**src/rtl/urib_pkg.sv**
```systemverilog
`default_nettype none
// ----------------------------------------------------------------------------
// urib_pkg
// Shared types and constants for the UART register and interrupt block.
// ----------------------------------------------------------------------------
package urib_pkg;

  // Action codes of a request transaction.
  localparam logic [1:0] ACT_READ   = 2'd0;
  localparam logic [1:0] ACT_WRITE  = 2'd1;
  localparam logic [1:0] ACT_RX     = 2'd2;

  // Register word index (byte offset divided by four).
  localparam logic [2:0] REG_DATA   = 3'd0;
  localparam logic [2:0] REG_IER    = 3'd1;
  localparam logic [2:0] REG_IIR    = 3'd2;
  localparam logic [2:0] REG_LCR    = 3'd3;
  localparam logic [2:0] REG_MCR    = 3'd4;
  localparam logic [2:0] REG_LSR    = 3'd5;
  localparam logic [2:0] REG_MSR    = 3'd6;
  localparam logic [2:0] REG_DIV    = 3'd7;

  // Access error codes.
  localparam logic [1:0] ERR_NONE     = 2'd0;
  localparam logic [1:0] ERR_RD_WO    = 2'd1;
  localparam logic [1:0] ERR_WR_RO    = 2'd2;

  // Interrupt identity codes.
  localparam logic [2:0] IID_MODEM    = 3'd0;
  localparam logic [2:0] IID_NONE     = 3'd1;
  localparam logic [2:0] IID_THRE     = 3'd2;
  localparam logic [2:0] IID_RDA      = 3'd4;
  localparam logic [2:0] IID_LINE     = 3'd6;

  // Interrupt enable bit positions.
  localparam int IER_RDA   = 0;
  localparam int IER_THRE  = 1;
  localparam int IER_LINE  = 2;
  localparam int IER_MODEM = 3;

  localparam logic [7:0] LSR_TX_EMPTY_BITS = 8'h60;
  localparam logic [7:0] MODEM_CHANGE_MASK = 8'h0f;
  localparam logic [7:0] MODEM_STATUS      = 8'h00;

  typedef struct packed {
    logic [1:0]  action;
    logic [4:0]  byte_offset;
    logic [31:0] write_data;
    logic [7:0]  rx_byte;
  } urib_item_t;

  typedef struct packed {
    logic [31:0] read_data;
    logic        tx_valid;
    logic [7:0]  tx_byte;
    logic        irq;
    logic [1:0]  access_error;
    logic        rx_ready;
  } urib_result_t;

endpackage
`default_nettype wire

```
**src/rtl/urib_ifs.sv**
```systemverilog
`default_nettype none
// ----------------------------------------------------------------------------
// urib_ifs
// Valid/ready channels for requests and results of the UART register block.
// ----------------------------------------------------------------------------
interface urib_req_if;
  logic        valid;
  logic        ready;
  logic [1:0]  action;
  logic [4:0]  byte_offset;
  logic [31:0] write_data;
  logic [7:0]  rx_byte;

  modport source (output valid, action, byte_offset, write_data, rx_byte, input ready);
  modport sink   (input valid, action, byte_offset, write_data, rx_byte, output ready);
endinterface

interface urib_rsp_if;
  logic        valid;
  logic        ready;
  logic [31:0] read_data;
  logic        tx_valid;
  logic [7:0]  tx_byte;
  logic        irq;
  logic [1:0]  access_error;
  logic        rx_ready;

  modport source (output valid, read_data, tx_valid, tx_byte, irq, access_error, rx_ready,
                  input ready);
  modport sink   (input valid, read_data, tx_valid, tx_byte, irq, access_error, rx_ready,
                  output ready);
endinterface
`default_nettype wire

```
**src/rtl/uart_register_interrupt_block_core.sv**
```systemverilog
`default_nettype none
// ----------------------------------------------------------------------------
// uart_register_interrupt_block_core
// Register side of a simple UART with priority interrupt identity.
// ----------------------------------------------------------------------------
// Usage:
//   The req channel carries one transaction per bus read, bus write or
//   received byte. Every request produces exactly one transaction on the
//   rsp channel with the read value, an optional transmit byte, the
//   interrupt line level, an access error code and the receive-ready flag.
//   The register state is updated in the same cycle the request is taken,
//   and the result lands in the output register, or in the skid register
//   if that one is full and not taken. The block takes one request
//   per cycle; the only limit on rate is the result side.
//   When the receiver stalls, one further result is parked in a skid
//   register, so a request is still taken while a finished result waits.
//   Request ready drops only while both the output and skid registers are
//   full, and comes back in the cycle after the receiver takes a result.
//   A synchronous reset clears the holding register, data-ready, the
//   sticky overrun flag, the interrupt enables and the interrupt identity,
//   and empties the output and skid registers.
// ----------------------------------------------------------------------------
module uart_register_interrupt_block_core
  import urib_pkg::*;
(
  input  wire logic clk,
  input  wire logic rst,
  urib_req_if.sink  req,
  urib_rsp_if.source rsp
);

  urib_item_t   item;
  urib_result_t new_result;
  logic         accept;
  logic         take;

  // Output register and the skid register behind it.
  logic         out_valid;
  urib_result_t out_res;
  logic         skid_valid;
  urib_result_t skid_res;

  assign item.action      = req.action;
  assign item.byte_offset = req.byte_offset;
  assign item.write_data  = req.write_data;
  assign item.rx_byte     = req.rx_byte;

  // Requests are refused only when the skid register is occupied.
  assign req.ready = ~skid_valid;
  assign accept    = req.valid & req.ready;
  assign take      = out_valid & rsp.ready;

  urib_regfile u_regfile (
    .clk    (clk),
    .rst    (rst),
    .accept (accept),
    .item   (item),
    .result (new_result)
  );

  always_ff @(posedge clk) begin
    if (rst) begin
      out_valid  <= 1'b0;
      skid_valid <= 1'b0;
    end else begin
      if (accept) begin
        // The skid register is empty whenever a request is accepted.
        if (!out_valid || take) begin
          out_valid <= 1'b1;
          out_res   <= new_result;
        end else begin
          skid_valid <= 1'b1;
          skid_res   <= new_result;
        end
      end else if (take) begin
        if (skid_valid) begin
          out_res    <= skid_res;
          skid_valid <= 1'b0;
        end else begin
          out_valid <= 1'b0;
        end
      end
    end
  end

  assign rsp.valid        = out_valid;
  assign rsp.read_data    = out_res.read_data;
  assign rsp.tx_valid     = out_res.tx_valid;
  assign rsp.tx_byte      = out_res.tx_byte;
  assign rsp.irq          = out_res.irq;
  assign rsp.access_error = out_res.access_error;
  assign rsp.rx_ready     = out_res.rx_ready;

endmodule
`default_nettype wire

```
**src/rtl/urib_regfile.sv**
```systemverilog
`default_nettype none
// ----------------------------------------------------------------------------
// urib_regfile
// Receive holding register, status flags, enables and interrupt identity.
// ----------------------------------------------------------------------------
module urib_regfile
  import urib_pkg::*;
(
  input  wire logic         clk,
  input  wire logic         rst,
  input  wire logic         accept,
  input  wire urib_item_t   item,
  output urib_result_t      result
);

  logic [7:0] rx_holding, rx_holding_next;
  logic       data_ready, data_ready_next;
  logic       overrun_flag, overrun_flag_next;
  logic [3:0] irq_enables, irq_enables_next;
  logic [2:0] interrupt_identity, interrupt_identity_next;

  logic [2:0] word;
  logic       recompute;
  logic [2:0] iid_new;
  logic       modem_pending;

  assign word          = item.byte_offset[4:2];
  assign modem_pending = |(MODEM_STATUS & MODEM_CHANGE_MASK);

  // Priority encoder, evaluated on the updated flags and enables.
  always_comb begin
    if (overrun_flag_next && irq_enables_next[IER_LINE]) begin
      iid_new = IID_LINE;
    end else if (data_ready_next && irq_enables_next[IER_RDA]) begin
      iid_new = IID_RDA;
    end else if (irq_enables_next[IER_THRE]) begin
      iid_new = IID_THRE;
    end else if (modem_pending && irq_enables_next[IER_MODEM]) begin
      iid_new = IID_MODEM;
    end else begin
      iid_new = IID_NONE;
    end
  end

  always_comb begin
    rx_holding_next   = rx_holding;
    data_ready_next   = data_ready;
    overrun_flag_next = overrun_flag;
    irq_enables_next  = irq_enables;
    recompute         = 1'b0;
    result            = '0;

    case (item.action)
      ACT_READ: begin
        case (word)
          REG_DATA: begin
            result.read_data = {24'd0, rx_holding};
            data_ready_next  = 1'b0;
            recompute        = 1'b1;
          end
          REG_IIR: result.read_data = {29'd0, interrupt_identity};
          REG_LSR: result.read_data = {24'd0, LSR_TX_EMPTY_BITS | {6'd0, overrun_flag, data_ready}};
          REG_MSR: result.read_data = {24'd0, MODEM_STATUS};
          default: result.access_error = ERR_RD_WO;
        endcase
      end
      ACT_WRITE: begin
        recompute = 1'b1;
        case (word)
          REG_DATA: begin
            result.tx_valid = 1'b1;
            result.tx_byte  = item.write_data[7:0];
          end
          REG_IER: irq_enables_next = item.write_data[3:0];
          REG_IIR, REG_LSR, REG_MSR: result.access_error = ERR_WR_RO;
          default: ;
        endcase
      end
      ACT_RX: begin
        recompute         = 1'b1;
        overrun_flag_next = overrun_flag | data_ready;
        data_ready_next   = 1'b1;
        rx_holding_next   = item.rx_byte;
      end
      default: ;
    endcase

    interrupt_identity_next = recompute ? iid_new : interrupt_identity;
    result.irq = (interrupt_identity_next == IID_THRE) || (interrupt_identity_next == IID_RDA)
              || (interrupt_identity_next == IID_LINE);
    result.rx_ready = ~data_ready_next;
  end

  always_ff @(posedge clk) begin
    if (rst) begin
      rx_holding         <= '0;
      data_ready         <= 1'b0;
      overrun_flag       <= 1'b0;
      irq_enables        <= '0;
      interrupt_identity <= '0;
    end else if (accept) begin
      rx_holding         <= rx_holding_next;
      data_ready         <= data_ready_next;
      overrun_flag       <= overrun_flag_next;
      irq_enables        <= irq_enables_next;
      interrupt_identity <= interrupt_identity_next;
    end
  end

endmodule
`default_nettype wire

```
**src/flat_wrapper.sv**
```systemverilog
// flat-port wrapper written by rule: the top's interface ports become plain ports
module uart_register_interrupt_block_core_flat import urib_pkg::*;
  (clk, rst, req_valid, req_action, req_byte_offset, req_write_data, req_rx_byte, req_ready, rsp_valid, rsp_read_data, rsp_tx_valid, rsp_tx_byte, rsp_irq, rsp_access_error, rsp_rx_ready, rsp_ready);
  urib_req_if req_i ();
  urib_rsp_if rsp_i ();
  input  wire logic clk;
  input  wire logic rst;
  input wire logic [$bits(req_i.valid)-1:0] req_valid;
  input wire logic [$bits(req_i.action)-1:0] req_action;
  input wire logic [$bits(req_i.byte_offset)-1:0] req_byte_offset;
  input wire logic [$bits(req_i.write_data)-1:0] req_write_data;
  input wire logic [$bits(req_i.rx_byte)-1:0] req_rx_byte;
  output wire logic [$bits(req_i.ready)-1:0] req_ready;
  output wire logic [$bits(rsp_i.valid)-1:0] rsp_valid;
  output wire logic [$bits(rsp_i.read_data)-1:0] rsp_read_data;
  output wire logic [$bits(rsp_i.tx_valid)-1:0] rsp_tx_valid;
  output wire logic [$bits(rsp_i.tx_byte)-1:0] rsp_tx_byte;
  output wire logic [$bits(rsp_i.irq)-1:0] rsp_irq;
  output wire logic [$bits(rsp_i.access_error)-1:0] rsp_access_error;
  output wire logic [$bits(rsp_i.rx_ready)-1:0] rsp_rx_ready;
  input wire logic [$bits(rsp_i.ready)-1:0] rsp_ready;
  assign req_i.valid = req_valid;
  assign req_i.action = req_action;
  assign req_i.byte_offset = req_byte_offset;
  assign req_i.write_data = req_write_data;
  assign req_i.rx_byte = req_rx_byte;
  assign req_ready = req_i.ready;
  assign rsp_valid = rsp_i.valid;
  assign rsp_read_data = rsp_i.read_data;
  assign rsp_tx_valid = rsp_i.tx_valid;
  assign rsp_tx_byte = rsp_i.tx_byte;
  assign rsp_irq = rsp_i.irq;
  assign rsp_access_error = rsp_i.access_error;
  assign rsp_rx_ready = rsp_i.rx_ready;
  assign rsp_i.ready = rsp_ready;
  uart_register_interrupt_block_core u_core (.clk(clk), .rst(rst), .req(req_i), .rsp(rsp_i));
endmodule
```
**config.mk**
```make
export PLATFORM = sky130hd
export DESIGN_NAME = uart_register_interrupt_block_core_flat
export DESIGN_NICKNAME = d
export VERILOG_FILES = /design/src/rtl/urib_pkg.sv /design/src/rtl/urib_ifs.sv /design/src/rtl/uart_register_interrupt_block_core.sv /design/src/rtl/urib_regfile.sv /design/src/flat_wrapper.sv
export SDC_FILE = /design/constraint.sdc
export NUM_CORES = 1
export LEC_CHECK = 0
export BUFFER_PORTS_ARGS = -buffer_cell sky130_fd_sc_hd__buf_2
export CAP_MARGIN = 25
export CORE_MARGIN = 2
export CORE_UTILIZATION = 45
export DETAILED_ROUTE_END_ITERATION = 7
export PLACE_DENSITY = 0.86
export SYNTH_ARGS = -nofsm -noshare
export SYNTH_HDL_FRONTEND = slang
export SYNTH_SLANG_ARGS = --single-unit
```
**constraint.sdc**
```tcl
create_clock -name clk -period 3.93 [get_ports clk]
set_clock_uncertainty 0.05 [all_clocks]
set_input_delay 0.786 -clock clk [delete_from_list [all_inputs] [get_ports clk]]
set_output_delay 0.786 -clock clk [all_outputs]
set_load 0.1 [all_outputs]
```
==> impl_metrics.toml, run 1 <==
[drt]
viasPerCell = 5.14
top_layer = "met4"
drt_iter0_drc = 109
wirelength_um = 5590
wl_met3_um = 428
vias = 1924
drc_errors = 0
wl_met2_um = 2730
ant_nets = 0
drtPass1Iterations = 4
met1_length_um = 2300
wl_per_cell_um = 15.0

[pwr]
clkPwrFrac_pct = 37.3
p_per_area_nw_per_um2 = 485
p_sw_share_pct = 30.2
switching_power_w = 0.000483
ir_drop_uv = 262
leakagePower_nw = 1.37
intPower_w = 0.00111
p_comb_share_pct = 18.5
pwr-share-seq_pct = 44.2

[sta]
setup-violations-final = 0
drv_slew = 0
fin_setup_tns_ns = 0
max_freq_mhz = 404
finalCritPeriodShare_pct = 63.0
whs_ns = 0.406
rsz0062_at_grt = "false"
hold_violations = 0
min_period_ns = 2.48

[synthesis]
synth_top_area_cell = "edfxtp_1"
async_flop_share_pct = 0
syn-instance-count = 243
ys_ff_latch = 60
yosys.area.top_type_share_pct = 44.4
ys_seq_area_share_pct = 57.1
avgSynthCellArea_sq_um = 11.7
synth.area.top_cells = "edfxtp_1 44%, dfxtp_1 13%, mux2_2 9.1%"
synth_cell_type_count = 39
synth_area_sq_um = 2840
synth-main-ff-cell = "edfxtp_1"
yosysMostFrequentCell = "edfxtp_1"
yosys-top-cells-count = "42 x edfxtp_1, 25 x buf_4, 25 x nand2_1"
synth_edf_count = 42
synth_warnings = 0

[clocking]
clock_latency_ns = 0.34
cts_tree = "built"
cts_made_buffers = 9
ctsHoldBuffers = 0
cts_resized = 0
cts_max_level = 3
post_cts_buffers = 0
cts_buffer_depth = 2
root_buffer = "clkbuf_8"
clock_sinks = 60
clk_pin_slew_ns = 0.06

[cells_and_area]
nets = 349
multi_input_area_sq_um = 1060
antenna_cells = 0
fill_cells = 488
syn_to_final_growth_pct = 15.8
seq_area_sq_um = 1620
drive_gt1_share_pct = 32.1

[global_route]
grt_overflow_total = 0
grt_pass1_wl_um = 8940
grt_pass1_vias = 1920
grt_usage_pct = 16.5
grt_max_degree = 37
antenna_found_initial = 0

[floorplanning]
io_pins = 98
fp.dieH_um = 83.5
core_sq_um = 6030
fp.dieW_um = 83.5
die-area_sq_um = 6970
num_rows = 28
start_util_pct = 47.2

[worst_setup_path]
setup.worst_path.end = "u_core.rsp.irq"
crit_type = "input pin to register"
startpoint = "req_action[0]"
crit_arrival_ns = 2.49
rrSetupSlack_ns = 2.14
worst_path_max_delay_cell = "or4b_4"
critPathMaxFanout = 6
cpPeakStageDelay_ns = 0.54
worstPathRequired_ns = 3.95
crit_chain = "buf_2 > inv_1 > ha_1 > or4b_4 > a21o_1 > a22oi_1 > a21oi_1"
r2r_start = "u_core.skid_valid"
worst_setup_path_end_kind = "register"
startpoint_type = "input pin"
reg2reg_depth = 3
r2r-end = "u_core.rsp.access_error[1]"

[flow_run]
cap_viol_max_count = 0

[min_path]
min_path_type = "register to register"

[outcome]
status = "complete, no violations"

[placement]
port_buffers = 47
place_congestion = 0.778
hpwl_um = 3750
==> layer usage <==
layer	global-route usage (%)	up-vias
li1	-	916
met1	19.0	905
met2	26.7	89
met3	6.03	14
met4	8.94	0
met5	0	-
==> cell type report <==
cell class | count | area share [%]
clock buffers | 10 | 4.18
inverters | 6 | 0.684
repair buffers | 52 | 8.29
multi-input cells | 165 | 32.4
well taps | 75 | 2.85
clock inverters | 6 | 2.36
flip-flops and latches | 60 | 49.3
==> placed cells by master, fill, tap and decap left out, types with 2 or more instances in the layout <==
cell	Yosys	layout
a211oi_1	2	2
a21boi_0	2	2
a21o_1	4	4
a21oi_1	17	17
and2_1	12	12
buf_2	1	47
buf_4	25	5
bufinv_16	0	2
clkbuf_8	0	10
clkinv_1	0	2
clkinv_2	0	2
conb_1	1	24
dfxtp_1	18	18
edfxtp_1	42	42
ha_1	4	4
inv_1	6	6
mux2_2	23	23
nand2_1	25	25
nand2b_1	3	3
nand3_1	10	10
nor2_1	14	14
nor3_1	4	4
nor4b_2	1	2
o21ai_0	2	2
==> worst max-delay path: cells and delay by family <==
kind            cells  cell delay (ns)
compound gates      3             0.73
fa+ha+maj           1             0.25
buf+inv             2             0.19
simple gates        1             0.54
==> registers in the layout (all words and copies together) (netlist names) <==
signal / cells
u_core.u_regfile.rx_holding: 8
u_core.skid_valid: 1
u_core.skid_res: 21
u_core.rsp.irq: 1
u_core.rsp.rx_ready: 1
u_core.rsp.valid: 1
u_core.u_regfile.interrupt_identity: 3
u_core.u_regfile.data_ready: 1
u_core.rsp.read_data: 8
u_core.rsp.access_error: 2
u_core.u_regfile.irq_enables: 3
u_core.rsp.tx_valid: 1
u_core.rsp.tx_byte: 8
u_core.u_regfile.overrun_flag: 1
==> per-stage QoR <==
stage	instances	util, %	area (sq um)	setup slack (ns)	total power [W]
6_report	374	54.6	3290	1.45	0.00160
5_1_grt	374	54.6	3290	1.32	0.00165
4_1_cts	373	54.5	3280	1.45	0.00160
3_5_place_dp	357	50.9	3070	1.08	0.00101
3_3_place_gp	357	50.9	3070	1.15	0.00101
2_1_floorplan	266	-	2930	0.0882	0.000987
==> how the worst min path moves through the flow <==
stage	startpoint	end	slack, ns	cells after the start
global placement	u_core.u_regfile.rx_holding[7]	u_core.u_regfile.rx_holding[7]	0.39	2
finish	u_core.u_regfile.rx_holding[3]	u_core.u_regfile.rx_holding[3]	0.41	2
CTS	u_core.u_regfile.irq_enables[0]	u_core.u_regfile.irq_enables[0]	0.41	2
detailed placement	u_core.u_regfile.rx_holding[2]	u_core.u_regfile.rx_holding[2]	0.40	2
global route	u_core.u_regfile.rx_holding[3]	u_core.u_regfile.rx_holding[3]	0.44	2
floorplan	u_core.u_regfile.rx_holding[3]	u_core.u_regfile.rx_holding[3]	0.38	2
==> cells by family after synthesis <==
group,share of synthesized area [%]
buf+inv,9.03
xor+xnor,0.308
mux,9.47
fa+ha+maj,1.76
compound gates,8.63
other cells,0.132
simple gates,13.6
flops,57.1
==> power by group through the flow <==
stage                     registers, W  clock network [W]  logic, W
final                         0.000706           0.000595  0.000295
after global placement        0.000718                  0  0.000289
after detailed placement      0.000719                  0  0.000294
after global routing          0.000706           0.000637  0.000308
after CTS                     0.000705           0.000604  0.000295
after floorplan               0.000790                  0  0.000197
Power figures use the tool's default switching activity.
==> run 2, diff against run 1 <==
Settings changed: CORE_UTILIZATION 45 to 50, PLACE_DENSITY 0.86 to 0.9.
Clock period 3.93 ns to 2.4 ns, I/O delays scaled along.
==> impl_metrics.toml, run 2 (synthesized netlist as in run 1, its figures left out) <==
[floorplanning]
num_rows = 27
start_util_pct = 51.6
core_sq_um = 5510
fp.dieH_um = 79.4
fp.dieW_um = 79.4
die-area_sq_um = 6300
io_pins = 98

[clocking]
root_buffer = "clkbuf_8"
clock_sinks = 60
cts_made_buffers = 9
clk_pin_slew_ns = 0.07
cts_tree = "built"
cts_max_level = 3
clock_latency_ns = 0.33
post_cts_buffers = 0
cts_buffer_depth = 2
cts_resized = 0
ctsHoldBuffers = 0

[global_route]
grt_overflow_total = 0
grt_pass1_wl_um = 9500
antenna_found_initial = 0
grt_usage_pct = 20.4
grt_max_degree = 37
grt_pass1_vias = 1917

[cells_and_area]
drive_gt1_share_pct = 33.3
largest_register = "u_core.skid_res"
final_common_cell = "buf_2"
final_cell_mix = "47 x buf_2, 42 x edfxtp_1, 25 x nand2_1"
antenna_cells = 0
syn_to_final_growth_pct = 18.4
nets = 353
final_area_sq_um = 3360
largest_register_ffs = 21

[drt]
drc_errors = 0
viasPerCell = 5.42
ant_nets = 0
vias = 2031
drtPass1Iterations = 5
drt_iter0_drc = 198
wirelength_um = 6220
wl_per_cell_um = 16.6

[sta]
setup-violations-final = 0
fin_setup_tns_ns = 0
max_freq_mhz = 475
hold_violations = 0
min_period_ns = 2.10
max_slew_margin_pct = 37.5
worst_pin_slew_ns = 0.935
drv_slew = 0
finalCritPeriodShare_pct = 87.6
rsz0062_at_grt = "false"

[worst_setup_path]
cpMostUsedCell = "buf_4"
crit_chain = "buf_2 > inv_1 > ha_1 > nor4bb_1 > buf_4 > mux2_2 > a22oi_1 > buf_4 > a211oi_1"
worstPathRequired_ns = 2.54
cpPeakStageDelay_ns = 0.36
critPathMaxFanout = 6
worst_setup_path_end_kind = "register"
crit_arrival_ns = 2.25
crit_type = "input pin to register"
startpoint_type = "input pin"
worst_path_max_delay_cell = "mux2_2"

[placement]
port_buffers = 47
place_congestion = 0.877
place_area_sq_um = 3150
hpwl_um = 3940

[min_path]
min_path_type = "input pin to register"

[pwr]
p_per_area_nw_per_um2 = 787
ir_drop_uv = 597
leakagePower_nw = 1.40

[outcome]
status = "complete, no violations"

[flow_run]
cap_viol_max_count = 0
run 2: path summary, 6_finish.rpt:
check                                        from                                endpoint  slack, ns  depth (start not counted)
setup / recovery                    req_action[1]  u_core.u_regfile.interrupt_identity[2]       0.30                          9
hold / removal                     req_rx_byte[5]          u_core.u_regfile.rx_holding[5]       0.35                          3
setup reg to reg                u_core.skid_valid  u_core.u_regfile.interrupt_identity[1]       0.65                          5
hold reg to reg   u_core.u_regfile.irq_enables[0]         u_core.u_regfile.irq_enables[0]       0.40                          2
run 2: power by group:
| part | internal [W] | switching (W) | leakage [nW] |
|---|---|---|---|
| clock | 0.000602 | 0.000385 | 0.111 |
| combinational | 0.0000941 | 0.000410 | 0.713 |
| sequential | 0.00114 | 0.0000189 | 0.577 |
| total | 0.00183 | 0.000814 | 1.40 |
run 2: stage by stage:
stage	worst slack [ns]	utilization (%)	hold WS [ns]	total power (W)	cells
after detailed placement	-0.0381	57.2	0.394	0.00167	359
final	0.297	61.1	0.347	0.00265	375
after floorplan	0.263	-	0.382	0.00162	266
after global routing	0.137	61.1	0.348	0.00272	375
after global placement	0.00424	57.2	0.389	0.00166	359
after CTS	0.321	61.1	0.336	0.00266	375
run 2: area by class of cell:
| type | count | area, sq um |
|---|---|---|
| multi-input combinational | 165 | 1080 |
| clock inverter | 6 | 77.6 |
| sequential | 60 | 1620 |
| clock buffer | 10 | 138 |
| inverter | 6 | 22.5 |
| timing repair buffer | 56 | 328 |
| tap | 72 | 90.1 |
| fill | 392 | 2140 |
run 2: worst max-delay path, delay by kind of cell:
family                     cells  cell delay [ns]
adders and majority gates      1             0.20
muxes                          1             0.36
AOI/OAI and AO/OA              2             0.36
buffers and inverters          4             0.56
and+or+nand+nor                1             0.28
run 2: routing by layer:
layer  global-route usage [%]  routed length, um  vias up
met2                     35.7               3260      116
met1                     23.3               2430      978
met4                     10.7                 87        0
met3                     4.41                447       10
li1                         -                  -      927
met5                        0                  0        -
==> run 3, diff against run 2 <==
Settings changed: ABC_AREA set to 1.
==> impl_metrics.toml, run 3 <==
[outcome]
status = "complete, no violations"

[worst_setup_path]
crit_chain = "clkinvlp_4 > nand2_2 > o21ai_1 > a221oi_4 > buf_4"
cpPeakStageDelay_ns = 0.35
crit_family = "buffers and inverters"
critPathMaxFanout = 21
startpoint_type = "register"
critPathBufInv = 2
worst_setup_path_end_kind = "register"
crit_arrival_ns = 1.82
worstPathRequired_ns = 2.37
crit_type = "register to register"
worst_path_max_delay_cell = "dfxtp_1"

[global_route]
grt_pass1_vias = 2049
antenna_found_initial = 0
grt_usage_pct = 19.2
grt_max_degree = 23
grt_overflow_total = 0
grt_pass1_wl_um = 9100

[clocking]
cts_max_level = 3
cts_buffer_depth = 2
cts_resized = 0
clock_sinks = 60
ctsHoldBuffers = 0
clock_latency_ns = 0.33
cts_tree = "built"
clk_pin_slew_ns = 0.06
root_buffer = "clkbuf_8"
cts_made_buffers = 9
post_cts_buffers = 0

[cells_and_area]
fill_cells = 439
seq_area_sq_um = 1620
drive_gt1_share_pct = 22.9
final_cell_mix = "80 x nand2_1, 47 x buf_2, 42 x edfxtp_1"
largest_register_ffs = 21
final_area_sq_um = 3290
syn_to_final_growth_pct = 16.1
multi_input_area_sq_um = 971
antenna_cells = 0
largest_register = "u_core.skid_res"
nets = 417
final_common_cell = "nand2_1"

[sta]
hold_violations = 0
rsz0062_at_grt = "false"
fin_setup_tns_ns = 0
drv_slew = 0
finalCritPeriodShare_pct = 77.4
setup-violations-final = 0
min_period_ns = 1.86
max_freq_mhz = 539

[placement]
place_congestion = 0.870
place_area_sq_um = 3110
hpwl_um = 3930
port_buffers = 47

[drt]
viasPerCell = 4.94
wirelength_um = 5640
drc_errors = 0
wl_per_cell_um = 12.9
drt_iter0_drc = 220
drtPass1Iterations = 5
ant_nets = 0
vias = 2167

[pwr]
p_per_area_nw_per_um2 = 778
leakagePower_nw = 1.52
ir_drop_uv = 355

[flow_run]
cap_viol_max_count = 0

[floorplanning]
die-area_sq_um = 6290
io_pins = 98
num_rows = 27
fp.dieH_um = 79.3
start_util_pct = 51.5
core_sq_um = 5510
fp.dieW_um = 79.3

[synthesis]
synth_top_area_cell = "edfxtp_1"
yosysMostFrequentCell = "nand2_1"
yosys.area.top_type_share_pct = 44.5
async_flop_share_pct = 0
ys_ff_latch = 60
ys_seq_area_share_pct = 57.2
synth_edf_count = 42
synth_warnings = 0
avgSynthCellArea_sq_um = 9.21
syn-instance-count = 308
synth-main-ff-cell = "edfxtp_1"
synth_cell_type_count = 29
synth.area.top_cells = "edfxtp_1 44%, dfxtp_1 13%, nand2_1 11%"
synth_area_sq_um = 2840
yosys-top-cells-count = "81 x nand2_1, 42 x edfxtp_1, 37 x inv_1"

[min_path]
min_path_type = "input pin to register"
-- run 3: power by group --
part	internal (W)	switching [W]
logic	0.0000859	0.000466
registers	0.00115	0.0000164
clock network	0.000469	0.000372
-- run 3: worst min-delay path, cell delays in order --
cell and delay (ns):
buf_2 0.10, nand3_1 0.07, a21oi_1 0.06
-- run 3: cell families (layout without fill, tap and decap cells) --
family                   Yosys count  after routing  synth area share (%)
adder cells (fa/ha/maj)            4              4                  1.76
AO/OA/AOI/OAI                     39             39                  7.85
flip-flops                        60             60                  57.2
AND/OR/NAND/NOR                  132            132                  20.2
other                              1             24                 0.132
buffers and inverters             72            108                  12.9
-- run 3: layout make-up --
cell class	count	area share (%)
sequential	60	49.3
clock buffer	10	3.88
multi-input combinational	199	29.5
timing repair buffer	52	8.28
inverter	40	4.67
tap	72	2.74
clock inverter	6	1.67
-- run 3: per-stage QoR --
| step | setup slack, ns | std cells | hold WS, ns | util [%] | power [W] |
|---|---|---|---|---|---|
| finish | 0.543 | 439 | 0.367 | 59.8 | 0.00256 |
| global route | 0.382 | 439 | 0.388 | 59.8 | 0.00265 |
| CTS | 0.527 | 439 | 0.355 | 59.8 | 0.00257 |
| detailed placement | 0.249 | 423 | 0.399 | 56.5 | 0.00174 |
| global placement | 0.295 | 423 | 0.393 | 56.5 | 0.00173 |
| floorplan | 0.00923 | 331 | 0.380 | - | 0.00169 |
-- run 3: per-layer routing --
| layer | wire, um | vias to the layer above | GRT usage, % | share of wire (%) |
|---|---|---|---|---|
| li1 | - | 1062 | - | - |
| met5 | 0 | - | 0 | 0 |
| met4 | 138 | 0 | 9.48 | 2.4 |
| met1 | 2230 | 981 | 21.1 | 40 |
| met3 | 440 | 18 | 6.59 | 7.8 |
| met2 | 2830 | 106 | 33.0 | 50 |
-- run 3: path summary, 6_finish.rpt --
check | start | endpoint | slack, ns | cells after the start
min reg2reg | u_core.u_regfile.rx_holding[4] | u_core.u_regfile.rx_holding[4] | 0.41 | 2
min | req_rx_byte[2] | u_core.u_regfile.rx_holding[2] | 0.37 | 3
max | u_core.skid_valid | u_core.rsp.access_error[1] | 0.54 | 5
max reg2reg | u_core.skid_valid | u_core.rsp.access_error[1] | 0.54 | 5
